### src/rtl/cbm_pkg.sv
// Shared types and constants for the cartridge bank mapper.
// No dependencies; used by every other file of the block except cbm_rsp_if.
package cbm_pkg;

   localparam int WORK_RAM_BYTES = 8192;
   localparam int WRAM_AW        = $clog2(WORK_RAM_BYTES);

   typedef logic [1:0] func_type;
   localparam func_type FUNC_CPU_WRITE = 2'd0;
   localparam func_type FUNC_CPU_READ  = 2'd1;
   localparam func_type FUNC_PPU_FETCH = 2'd2;
   localparam func_type FUNC_TICK      = 2'd3;

   typedef logic [1:0] csr_index_type;
   localparam csr_index_type CSR_PRG_MASK = 2'd0;
   localparam csr_index_type CSR_PRG_LAST = 2'd1;
   localparam csr_index_type CSR_CHR_MASK = 2'd2;

   localparam logic [15:0] ADDR_IRQ_OFF   = 16'hC002;
   localparam logic [15:0] ADDR_IRQ_ON    = 16'hC003;
   localparam logic [15:0] ADDR_IRQ_LOAD  = 16'hC005;
   localparam logic [15:0] ADDR_MIRROR    = 16'hD001;
   localparam logic [13:0] ADDR_PRG_PAGE  = 14'h2000;   // 0x8000 >> 2
   localparam logic [12:0] ADDR_CHR_PAGE  = 13'h1200;   // 0x9000 >> 3
   localparam logic [2:0]  ADDR_WRAM_PAGE = 3'b011;     // 0x6000-0x7FFF
   localparam logic [8:0]  LAST_VISIBLE_LINE = 9'd239;

   typedef struct packed {
      func_type    func;
      logic [15:0] addr;
      logic [7:0]  data;
      logic [8:0]  line;
      logic        display_on;
   } item_type;

   typedef struct packed {
      logic [7:0]  read_data;
      logic        read_hit;
      logic [20:0] prg_rom_addr;
      logic        prg_hit;
      logic [17:0] chr_rom_addr;
      logic        mirror_horizontal;
      logic        irq;
   } result_type;

endpackage

### src/rtl/cbm_core.sv
// Mapper state (banks, mirroring, scanline counter, CSRs) and address translation.
// Depends on cbm_pkg.
module cbm_core (
   input  logic                   clock,
   input  logic                   reset,
   input  logic                   go,
   input  cbm_pkg::item_type      item,
   input  logic [7:0]             wram_rdata,
   input  logic                   csr_we,
   input  cbm_pkg::csr_index_type csr_index,
   input  logic [7:0]             csr_wdata,
   output cbm_pkg::result_type    res
);
   logic [7:0] prg_mask_ff, prg_last_ff, chr_mask_ff;
   logic [7:0] prg_bank_ff [3];
   logic [7:0] chr_bank_ff [8];
   logic       mirror_ff, mirror_in;
   logic [7:0] count_ff, count_in;
   logic       enable_ff, enable_in;
   logic       pending_ff, pending_in;
   logic [7:0] count_dec;
   logic       is_write, wram_page, prg_wr, chr_wr;
   logic [7:0] prg_bank;
   logic [7:0] chr_bank;

   always_ff @(posedge clock) begin
      if (reset) begin
         prg_mask_ff <= 8'hFF;
         prg_last_ff <= 8'hFF;
         chr_mask_ff <= 8'hFF;
      end else if (csr_we) begin
         unique case (csr_index)
            cbm_pkg::CSR_PRG_MASK: prg_mask_ff <= csr_wdata;
            cbm_pkg::CSR_PRG_LAST: prg_last_ff <= csr_wdata;
            cbm_pkg::CSR_CHR_MASK: chr_mask_ff <= csr_wdata;
            default: ;
         endcase
      end
   end

   assign is_write  = item.func == cbm_pkg::FUNC_CPU_WRITE;
   assign wram_page = item.addr[15:13] == cbm_pkg::ADDR_WRAM_PAGE;
   assign prg_wr    = is_write && item.addr[15:2] == cbm_pkg::ADDR_PRG_PAGE
                      && item.addr[1:0] != 2'd3;
   assign chr_wr    = is_write && item.addr[15:3] == cbm_pkg::ADDR_CHR_PAGE;
   assign count_dec = count_ff - 8'd1;

   // post-beat values of the control state
   always_comb begin
      mirror_in  = mirror_ff;
      count_in   = count_ff;
      enable_in  = enable_ff;
      pending_in = pending_ff;
      if (is_write) begin
         if (item.addr == cbm_pkg::ADDR_IRQ_OFF) begin
            enable_in  = 1'b0;
            pending_in = 1'b0;
         end
         if (item.addr == cbm_pkg::ADDR_IRQ_ON) begin
            enable_in = 1'b1;
         end
         if (item.addr == cbm_pkg::ADDR_IRQ_LOAD) begin
            count_in = item.data;
         end
         if (item.addr == cbm_pkg::ADDR_MIRROR) begin
            mirror_in = item.data[0];
         end
      end else if (item.func == cbm_pkg::FUNC_TICK && item.line <= cbm_pkg::LAST_VISIBLE_LINE
                   && item.display_on && enable_ff) begin
         count_in = count_dec;
         if (count_dec == 8'd0) begin
            pending_in = 1'b1;
            enable_in  = 1'b0;
         end
      end
   end

   always_ff @(posedge clock) begin
      if (reset) begin
         mirror_ff  <= 1'b0;
         count_ff   <= 8'd0;
         enable_ff  <= 1'b0;
         pending_ff <= 1'b0;
         for (int i = 0; i < 3; i++) prg_bank_ff[i] <= 8'd0;
         for (int i = 0; i < 8; i++) chr_bank_ff[i] <= 8'd0;
      end else if (go) begin
         mirror_ff  <= mirror_in;
         count_ff   <= count_in;
         enable_ff  <= enable_in;
         pending_ff <= pending_in;
         if (prg_wr) begin
            prg_bank_ff[item.addr[1:0]] <= item.data;
         end
         if (chr_wr) begin
            chr_bank_ff[item.addr[2:0]] <= item.data;
         end
      end
   end

   assign prg_bank = (item.addr[14:13] == 2'd3) ? prg_last_ff
                     : (prg_bank_ff[item.addr[14:13]] & prg_mask_ff);
   assign chr_bank = chr_bank_ff[item.addr[12:10]] & chr_mask_ff;

   always_comb begin
      res = '0;
      unique case (item.func)
         cbm_pkg::FUNC_CPU_READ: begin
            if (wram_page) begin
               res.read_hit  = 1'b1;
               res.read_data = wram_rdata;
            end else if (item.addr[15]) begin
               res.prg_hit      = 1'b1;
               res.prg_rom_addr = {prg_bank, item.addr[12:0]};
            end
         end
         cbm_pkg::FUNC_PPU_FETCH: res.chr_rom_addr = {chr_bank, item.addr[9:0]};
         default: ;
      endcase
      res.mirror_horizontal = mirror_in;
      res.irq               = pending_in;
   end
endmodule

### config.mk
export PLATFORM = sky130hd
export DESIGN_NAME = cbm_core
export DESIGN_NICKNAME = d
export VERILOG_FILES = /design/src/rtl/cbm_pkg.sv /design/src/rtl/cbm_core.sv
export SDC_FILE = /design/constraint.sdc
export NUM_CORES = 1
export LEC_CHECK = 0
export BUFFER_PORTS_ARGS = -buffer_cell sky130_fd_sc_hd__buf_2
export CORE_MARGIN = 2
export CORE_UTILIZATION = 53
export CTS_BUF_LIST = sky130_fd_sc_hd__clkbuf_4
export DETAILED_ROUTE_END_ITERATION = 8
export GPL_ROUTABILITY_DRIVEN = 0
export HOLD_SLACK_MARGIN = 0.08
export PLACE_DENSITY_LB_ADDON = 0.05
export SLEW_MARGIN = 20
export SYNTH_ARGS = -nofsm -noshare
export SYNTH_HDL_FRONTEND = slang
export SYNTH_SLANG_ARGS = --single-unit
### constraint.sdc
create_clock -name clock -period 2.4 [get_ports clock]
set_clock_uncertainty 0.05 [all_clocks]
set_input_delay 0.48 -clock clock [delete_from_list [all_inputs] [get_ports clock]]
set_output_delay 0.48 -clock clock [all_outputs]
set_load 0.1 [all_outputs]
==> results.json, run 1 <==
{
  "endpoint_kind": "output port",
  "synthCells": 555,
  "hp-class": "input pin to register",
  "grt_setup_unrepaired": "true",
  "crit_path_start_kind": "register",
  "ys_ff_latch": 123,
  "rows": 39,
  "die_w_um": 112.9,
  "final_nets": 758,
  "synthArstFlopShare_pct": 0,
  "maxCapViolCount": 0,
  "crit_arrival_ns": 2.01,
  "netlist_area_um2": 6287,
  "swShare_pct": 27.57,
  "multi_input_area_um2": 3008,
  "internal-power_mw": 3.522,
  "worstSkewPairLatency_ns": 0.53,
  "leakage_nw": 3.315,
  "period_minus_slack_ns": 2.538,
  "core_region_area_um2": 11520,
  "timing.hold.ws_ns": 0.1526,
  "final_common_cell": "and2_1",
  "worstSetupPathType": "register to output port",
  "grt_remaining_overflow": 0,
  "crit_slowest_cell": "dfxtp_2",
  "syn_nets": 615,
  "max_slew_margin_pct": 65.70,
  "vias": 4809,
  "n_antenna_cell": 0,
  "maxSlewViolCount": 0,
  "htree_levels": 4,
  "routedWlPerCell_um": 19.46,
  "die_area_um2": 12750,
  "antenna_found_initial": 0,
  "ys_types": 50,
  "cp_cell_sequence": "inv_1 > ha_1 > xnor2_1 > nand4_1 > o22ai_2 > buf_12",
  "firstDrtPassIters": 7,
  "cp_num_cells": 6,
  "hold_violations": 0,
  "cts_buffer_depth": 2,
  "synth_top_area_share_pct": 42.03,
  "path_buf_inv": 2,
  "drtAntennaViolNets": 0,
  "grt_pass1_vias": 4883,
  "synth_top_area_cell": "edfxtp_1",
  "cts_tree": "yes",
  "fin_ws_ns": -0.1378,
  "initial_core_util_pct": 54.60,
  "yosysWarnings": 0,
  "pin_count": 109,
  "drt-total-wl_mm": 16.62,
  "die_y_um": 112.9,
  "p_comb_share_pct": 17.4,
  "first_iter_violations": 385,
  "rr_startpoint": "count_ff[0]",
  "viasPerCell": 5.631,
  "worstMarginPinSlew_ns": 0.5100,
  "grt_pass1_wl_mm": 26.15,
  "synth_edf_count": 88,
  "ys.flop_type": "edfxtp_1",
  "cts.sinks": 123,
  "r2r_cells": 13,
  "power.clock.fraction_pct": 33.3,
  "startpoint": "count_ff[0]",
  "seq_power_share_pct": 49.3,
  "drive_gt1_share_pct": 41.35,
  "synth_area_per_cell_um2": 11.33,
  "failed_checks": "DRC, setup timing",
  "status": "finished, violations left",
  "port_buffers": 104,
  "slowest_delay_ns": 0.38,
  "layout_common_cells": "and2_1 (91), edfxtp_1 (88), nand2_1 (56), buf_4 (54)",
  "areaGrowthSynthToFinish_pct": 36.92,
  "grt_use_total_pct": 27.29,
  "crit_fanout": 4,
  "cts_buffers": 17,
  "drc": 3,
  "cp-endpoint": "res[0]",
  "peakVddDrop_v": 0.0003910,
  "grt_max_degree": 52,
  "fillers": 784,
  "power_density_nw_per_um2": 564.8,
  "cts_root_buffer": "clkbuf_4",
  "finalCritPeriodShare_pct": 105.7,
  "place_ws_ns": -0.3059,
  "synth.area.top_cells": "edfxtp_1 (42%), dfxtp_1 (11%), and2_1 (11%)",
  "setup_viol": 8,
  "cts_hold_buffers": 0,
  "cp_top_family": "flip-flops",
  "power_switching_mw": 1.340,
  "dpl.hpwl_mm": 11.72,
  "regArea_um2": 3349,
  "fmax_mhz": 394.0,
  "r2r_end": "enable_ff",
  "cts.clk_slew.worst_paths_ns": 0.11,
  "yosysSeqAreaShare_pct": 53.17,
  "rrSetupSlack_ns": 0.08,
  "crit_required_ns": 1.87
}
per-layer routing:
layer	track usage [%]	share of wire, %	up-vias
met4	11.79	3.0	0
li1	-	-	2276
met1	34.42	42	2367
met5	0	0	-
met3	5.678	4.5	36
met2	45.98	51	130
worst register-to-register path, cell delays in order, from the launching register on:
cell	delay [ns]
dfxtp_2	0.38
inv_1	0.05
ha_1	0.23
xnor2_1	0.23
nand4_1	0.20
buf_4	0.18
buf_4	0.12
buf_4	0.12
buf_4	0.13
buf_4	0.12
buf_4	0.13
buf_6	0.12
nand3_2	0.06
a31oi_1	0.09
power by group through the flow:
| stage | Sequential (mW) | Clock (mW) | Combinational [mW] |
|---|---|---|---|
| 2_1_floorplan | 2.43 | 0 | 0.503 |
| 3_3_place_gp | 2.44 | 0 | 0.798 |
| 4_1_cts | 2.40 | 1.64 | 0.837 |
| 3_5_place_dp | 2.45 | 0 | 0.812 |
| 5_1_grt | 2.41 | 1.73 | 0.887 |
| 6_report | 2.40 | 1.62 | 0.847 |
cell usage after synthesis, types with 2 or more instances:
cell type and count:
and2_1 108, edfxtp_1 88, nand2_1 56, dfxtp_1 35, nor2_1 24, clkbuf_1 23
nand3b_1 23, mux2i_1 18, mux4_2 15, o21ai_0 12, or2_2 12, nor3_1 11
a22oi_1 10, nand2b_1 10, nor2b_1 10, a211o_1 9, nor2_2 8, inv_1 7
nor4_1 7, or3_1 7, a21oi_1 6, buf_1 4, buf_2 4, nand3_1 4
nand4_1 4, o31ai_1 4, a31oi_1 3, buf_4 3, nor3_4 3, o32ai_2 3
and3b_1 2, buf_6 2, ha_1 2, nor3b_1 2
metrics by stage:
step | util (%) | instances | setup TNS (ns) | cell area (um^2) | total power [mW]
global placement | 69.78 | 811 | -14.61 | 8036 | 3.236
detailed placement | 69.78 | 811 | -20.08 | 8036 | 3.257
finish | 74.75 | 854 | -0.3575 | 8608 | 4.862
floorplan | - | 555 | -2.337 | 6434 | 2.932
CTS | 74.39 | 855 | -0.7218 | 8567 | 4.870
global route | 74.75 | 854 | -1.035 | 8608 | 5.022
cell type report:
class / count / share of cell area (%)
clock buffers: 19 / 1.657
clock inverters: 13 / 2.020
inverters: 7 / 0.3052
multi-input cells: 389 / 34.94
flip-flops and latches: 123 / 38.91
well taps: 143 / 2.078
repair buffers: 160 / 20.09
worst min-delay path by stage:
stage / startpoint / to / cells after the start / slack [ns]
2_1_floorplan: chr_mask_ff[0] / chr_mask_ff[0] / 2 / 0.39
3_3_place_gp: chr_mask_ff[0] / chr_mask_ff[0] / 2 / 0.40
3_5_place_dp: prg_last_ff[2] / prg_last_ff[2] / 2 / 0.41
4_1_cts: csr_wdata[0] / prg_mask_ff[0] / 2 / 0.12
5_1_grt: csr_wdata[0] / prg_mask_ff[0] / 2 / 0.13
6_report: csr_wdata[0] / prg_mask_ff[0] / 2 / 0.15
registers in the layout, summed over array words and instances, names as in the netlist:
register	count
chr_bank_ff	64
chr_mask_ff	8
count_ff	8
enable_ff	1
mirror_ff	1
pending_ff	1
prg_bank_ff	24
prg_last_ff	8
prg_mask_ff	8
logic make-up (layout without fill, tap and decap cells):
logic type               Yosys count  in the layout  synth area share (%)
XOR/XNOR                           2              2                0.2787
buffers and inverters             43            199                 3.065
adder cells (fa/ha/maj)            2              2                0.3979
multiplexers                      35             35                 8.836
flip-flops                       123            123                 53.17
AND/OR/NAND/NOR                  298            298                 28.14
AO/OA/AOI/OAI                     52             52                 6.110
what timing repair did:
| action | 4_1_cts | 5_1_grt |
|---|---|---|
| buffers inserted | 12 | 1 |
| endpoints found under the setup margin | 10 | 14 |
| pin swaps | 14 | 5 |
| resized for setup | 33 | 12 |
(Power assumes the default switching activity.)
==> inputs of run 2 (changes only) <==
--- a/config.mk
+++ b/config.mk
@@ -6,8 +6,10 @@
 export NUM_CORES = 1
 export LEC_CHECK = 0
 export BUFFER_PORTS_ARGS = -buffer_cell sky130_fd_sc_hd__buf_2
+export CELL_PAD_IN_SITES_DETAIL_PLACEMENT = 0
+export CELL_PAD_IN_SITES_GLOBAL_PLACEMENT = 2
 export CORE_MARGIN = 2
-export CORE_UTILIZATION = 53
+export CORE_UTILIZATION = 34
 export CTS_BUF_LIST = sky130_fd_sc_hd__clkbuf_4
 export DETAILED_ROUTE_END_ITERATION = 8
 export GPL_ROUTABILITY_DRIVEN = 0
==> run 2 against run 1 <==
  * The run ends with setup timing left
  * Count of clock-buffer cells in the layout is 2 lower
  * Setup slack got worse by 0.0034 ns
  * Global-route usage shrank 9.2 points
  * Sequential power hardly changed
  * Die area grew 54%
  * First-iteration DRC count down 48%
  * Final cell count increased by 11%
  * Highest routed layer unchanged
==> results.json, run 2 (synthesized netlist as in run 1, its figures left out) <==
{
  "peakVddDrop_v": 0.0002923,
  "p_total_mw": 4.874,
  "crit_path_start_kind": "input pin",
  "maxCapViolCount": 0,
  "internal-power_mw": 3.435,
  "port_buffers": 104,
  "regArea_um2": 3348,
  "firstDrtPassIters": 4,
  "finalCritPeriodShare_pct": 105.9,
  "dpl.hpwl_mm": 12.75,
  "final_core_util_pct": 48.17,
  "seq_power_share_pct": 49.1,
  "core_region_area_um2": 18020,
  "drtAntennaViolNets": 0,
  "areaGrowthSynthToFinish_pct": 38.11,
  "worstMarginPinSlew_ns": 0.5401,
  "hold_start": "csr_wdata[7]",
  "cts_buffer_depth": 2,
  "viasPerCell": 4.916,
  "worstSetupPathType": "input pin to output port",
  "startpoint": "item[29]",
  "crit_arrival_ns": 2.01,
  "leakage_nw": 3.334,
  "regMostFlops": "chr_bank_ff",
  "grt_setup_unrepaired": "true",
  "multi_input_area_um2": 2967,
  "crit_required_ns": 1.87,
  "pin_count": 109,
  "routedWlPerCell_um": 18.38,
  "routedLengthMet1_mm": 7.850,
  "failed_checks": "setup timing",
  "die_area_um2": 19600,
  "cts.sinks": 123,
  "layout_common_cells": "and2_1 (91), edfxtp_1 (88), buf_4 (57), nand2_1 (56), buf_2 (53)",
  "grt_max_degree": 52,
  "power_switching_mw": 1.439,
  "hp-class": "input pin to register",
  "maxSlewViolCount": 0,
  "reg.largest.list": "chr_bank_ff x64, prg_bank_ff x24",
  "first_iter_violations": 202,
  "cts_buffers": 17,
  "period_minus_slack_ns": 2.541,
  "rows": 49,
  "final_nets": 761,
  "die_y_um": 140.0,
  "endpoint_kind": "output port",
  "vias": 4641,
  "cts_hold_buffers": 0,
  "fin_ws_ns": -0.1412,
  "grt_use_total_pct": 18.05,
  "antenna_found_initial": 1,
  "fillers": 1697,
  "status": "finished, violations left",
  "drt-total-wl_mm": 17.35,
  "setup_viol": 9,
  "htree_levels": 4,
  "fmax_mhz": 393.5,
  "grt_pass1_vias": 4781,
  "cts.clk_slew.worst_paths_ns": 0.13,
  "rr_startpoint": "count_ff[0]",
  "power.clock.fraction_pct": 33.4,
  "wl_met2_mm": 8.754,
  "swShare_pct": 29.53,
  "worstSkewPairLatency_ns": 0.53,
  "routed.top_layer": "met4",
  "grt_remaining_overflow": 0,
  "wl_met3_um": 585,
  "hold_violations": 0,
  "power_density_nw_per_um2": 561.3,
  "largest_reg_flops": 64,
  "drive_gt1_share_pct": 40.76,
  "drc": 0,
  "initial_core_util_pct": 34.88,
  "grt_pass1_wl_mm": 26.99,
  "crit_fanout": 3,
  "die_w_um": 140.0,
  "max_slew_margin_pct": 63.99,
  "cts_root_buffer": "clkbuf_4",
  "final_common_cell": "and2_1",
  "cts_tree": "yes",
  "p_comb_share_pct": 17.4
}
==> run 2: changes by cell type in the layout (fill, tap and decap cells not counted), moves of 2 or more <==
cell      before  now
buf_4         54   57
clkbuf_4      19   17
clkinv_2       3    1
clkinv_4       0    2
inv_6          1    4
inv_8          0    2
mux2i_1       11   13
==> run 2: layer usage <==
metal,up-vias,global-route usage [%]
met3,9,3.179
li1,2283,-
met2,80,30.91
met1,2269,23.67
met4,0,4.895
met5,-,0
==> run 2: layout make-up <==
cell class	instances	area share [%]
Antenna cell	1	0.02882
Tap cell	229	3.300
Sequential cell	123	38.56
Clock inverter	15	2.176
Multi-Input combinational cell	389	34.16
Clock buffer	17	1.470
Inverter	7	0.3026
Timing Repair Buffer	163	20.00
==> run 2: stage by stage <==
stage | instances | hold slack (ns) | setup WS (ns) | setup TNS, ns | instance area (um^2)
after floorplan | 555 | 0.3873 | -0.2213 | -2.337 | 6434
after global placement | 906 | 0.4017 | -0.2419 | -9.214 | 8199
after detailed placement | 906 | 0.4087 | -0.2002 | -11.28 | 8199
after CTS | 941 | 0.1118 | -0.1744 | -1.050 | 8645
after global routing | 944 | 0.1073 | -0.2161 | -1.454 | 8683
final | 944 | 0.1566 | -0.1412 | -0.5449 | 8683
==> run 2: what timing repair did <==
action	in CTS	in global routing
pin swaps	14	5
resized for setup	26	7
buffers inserted	3	2
setup endpoints to repair	10	13
==> run 2: final timing paths <==
kind,endpoint,slack [ns],cells after the start
max reg2reg,count_ff[5],0.65,7
min reg2reg,chr_mask_ff[3],0.43,2
min,prg_last_ff[7],0.16,3
max,res[0],-0.14,7
==> run 2: power groups by stage <==
stage	Clock, mW	Combinational [mW]	Sequential [mW]
4_1_cts	1.67	0.852	2.40
3_3_place_gp	0	0.830	2.44
3_5_place_dp	0	0.836	2.44
2_1_floorplan	0	0.503	2.43
5_1_grt	1.77	0.899	2.40
6_report	1.63	0.850	2.39
==> run 2: critical path, cell delays in order <==
cell and delay (ns):
buf_2 0.15, nor4b_4 0.41, nand3_4 0.15, nor4_1 0.37
buf_4 0.19, o22ai_2 0.08, buf_12 0.17
==> inputs of run 3 (changes only) <==
--- a/config.mk
+++ b/config.mk
@@ -6,10 +6,10 @@
 export NUM_CORES = 1
 export LEC_CHECK = 0
 export BUFFER_PORTS_ARGS = -buffer_cell sky130_fd_sc_hd__buf_2
-export CELL_PAD_IN_SITES_DETAIL_PLACEMENT = 0
-export CELL_PAD_IN_SITES_GLOBAL_PLACEMENT = 2
+export CELL_PAD_IN_SITES_DETAIL_PLACEMENT = 1
+export CELL_PAD_IN_SITES_GLOBAL_PLACEMENT = 1
 export CORE_MARGIN = 2
-export CORE_UTILIZATION = 34
+export CORE_UTILIZATION = 41
 export CTS_BUF_LIST = sky130_fd_sc_hd__clkbuf_4
 export DETAILED_ROUTE_END_ITERATION = 8
 export GPL_ROUTABILITY_DRIVEN = 0
==> constraint.sdc (replaced) <==
create_clock -name clock -period 2.4 [get_ports clock]
set_clock_uncertainty 0.05 [all_clocks]
set_input_delay 0.12 -clock clock [delete_from_list [all_inputs] [get_ports clock]]
set_output_delay 0.12 -clock clock [all_outputs]
set_load 0.1 [all_outputs]
==> run 3 against run 2 <==
  * The run now ends clean
  * Register-to-register slack lost 0.36 ns
  * Via count grew 3.3%
  * Routed wire length grew 4.4%
  * Sequential power is essentially flat
  * Power shrank 4.1%
  * Global-route usage grew 5.4 points
  * Core utilization grew 3.6 points
  * Clock power shrank 4%
  * Hold slack lost 0.044 ns
  * Maximum frequency grew 8.9%
  * Critical endpoint is now res[1]
  * Largest power group unchanged
==> results.json, run 3 (synthesized netlist as in run 1, its figures left out) <==
{
  "grt_remaining_overflow": 0,
  "die_y_um": 127.8,
  "fin_setup_tns_ns": 0,
  "routedWlPerCell_um": 20.20,
  "final_common_cell": "and2_1",
  "grt_util_met1_pct": 30.13,
  "first_iter_violations": 206,
  "cts_root_buffer": "clkbuf_4",
  "grt_use_total_pct": 23.43,
  "worstMarginPinSlew_ns": 0.6381,
  "maxSlewViolCount": 0,
  "fmax_mhz": 428.6,
  "largest_reg_flops": 64,
  "drt-total-wl_mm": 18.12,
  "core_region_area_um2": 15090,
  "endpoint_kind": "output port",
  "antenna_found_initial": 1,
  "grt_max_degree": 52,
  "port_buffers": 104,
  "die_area_um2": 16340,
  "dpl.hpwl_mm": 12.92,
  "status": "finished clean",
  "rows": 45,
  "crit_fanout": 13,
  "cts.sinks": 123,
  "firstDrtPassIters": 6,
  "cts_tree": "yes",
  "hp-class": "input pin to register",
  "grtUsageMet3_pct": 4.174,
  "finalCritPeriodShare_pct": 97.22,
  "hold_violations": 0,
  "leakage_nw": 3.117,
  "peakVddDrop_v": 0.0003548,
  "vias": 4795,
  "reg.largest.list": "chr_bank_ff x64, prg_bank_ff x24",
  "max_slew_margin_pct": 57.08,
  "fillers": 1664,
  "drive_gt1_share_pct": 29.99,
  "grt.busiest_layer": "met2",
  "worstSetupPathType": "input pin to output port",
  "final_nets": 754,
  "areaGrowthSynthToFinish_pct": 24.26,
  "crit_path_start_kind": "input pin",
  "pin_count": 109,
  "regMostFlops": "chr_bank_ff",
  "power_density_nw_per_um2": 598.1,
  "period_minus_slack_ns": 2.333,
  "cts_buffers": 17,
  "cts.clk_slew.worst_paths_ns": 0.12,
  "htree_levels": 4,
  "crit_required_ns": 2.23,
  "drc": 0,
  "crit_arrival_ns": 2.16,
  "setup_viol": 0,
  "grt_pass1_wl_mm": 28.80,
  "timing.hold.ws_ns": 0.1124,
  "grt_setup_unrepaired": "true",
  "layout_common_cells": "and2_1 (108), buf_2 (92), edfxtp_1 (88), nand2_1 (56), dfxtp_1 (35)",
  "maxCapViolCount": 0,
  "grt_pass1_vias": 5133,
  "viasPerCell": 5.346,
  "grtUsageMet2_pct": 40.23,
  "postCtsSetupBuffers": 0,
  "initial_core_util_pct": 41.67,
  "die_w_um": 127.8,
  "drtAntennaViolNets": 0,
  "worstSkewPairLatency_ns": 0.53,
  "cts_buffer_depth": 2
}
## run 3: changes by cell type in the layout (fill, tap and decap cells not counted), sizes merged, moves of 2 or more
cell,previous run,this run
clkbuf,17,19
buf,163,128
dlygate4sd3,0,26
clkinv,4,7
inv,13,8
clkinvlp,2,4
## run 3: cell type report
cell class / count / area (um^2) / share of cell area, %
Clock buffer: 17 / 127.6 / 1.634
Inverter: 7 / 26.28 / 0.3363
Antenna cell: 2 / 5.005 / 0.06406
Timing Repair Buffer: 156 / 1131 / 14.48
Clock inverter: 15 / 175.2 / 2.242
Multi-Input combinational cell: 389 / 2769 / 35.44
Sequential cell: 123 / 3343 / 42.79
Tap cell: 188 / 235.2 / 3.011
## run 3: power by group
part / internal, mW / switching [mW] / total, mW
Clock: 0.720 / 0.848 / 1.57
Sequential: 2.36 / 0.0352 / 2.40
Combinational: 0.222 / 0.485 / 0.708
Total: 3.30 / 1.37 / 4.67
## run 3: path summary, 6_finish.rpt
kind,start,to,slack (ns),cells past startpoint
hold reg to reg,chr_mask_ff[4],chr_mask_ff[4],0.43,2
setup reg to reg,count_ff[0],pending_ff,0.29,5
hold / removal,reset,count_ff[1],0.11,3
setup / recovery,item[19],res[1],0.07,7
## run 3: per-layer routing
layer / up-vias / wire length, um
met5: - / 0
met4: 0 / 431
met3: 24 / 529
met2: 87 / 9210
met1: 2423 / 7945
li1: 2261 / -
## run 3: repair_timing
action | CTS | global route
setup endpoints to repair | 1 | 3
hold buffers | 26 | 0
endpoints found under the hold margin | 112 | 0
gates resized for setup | 1 | 8
pin swaps | 0 | 0
## run 3: critical path: stages
cell and delay (ns):
dlygate4sd3_1 0.55, clkbuf_4 0.24, nand2b_1 0.20, nand2b_1 0.17
nor3_1 0.22, mux2_2 0.36, buf_2 0.29
## run 3: through the flow
step / util, % / setup slack [ns] / instance area (um^2) / power, mW / cells
after global placement: 47.76 / 0.2207 / 7207 / 3.104 / 837
after detailed placement: 47.76 / 0.1195 / 7207 / 3.128 / 837
final: 51.77 / 0.06669 / 7812 / 4.672 / 897
after floorplan: - / 0.03149 / 6290 / 2.900 / 555
after global routing: 51.77 / -0.004654 / 7812 / 4.841 / 897
after CTS: 51.51 / 0.007482 / 7772 / 4.705 / 895
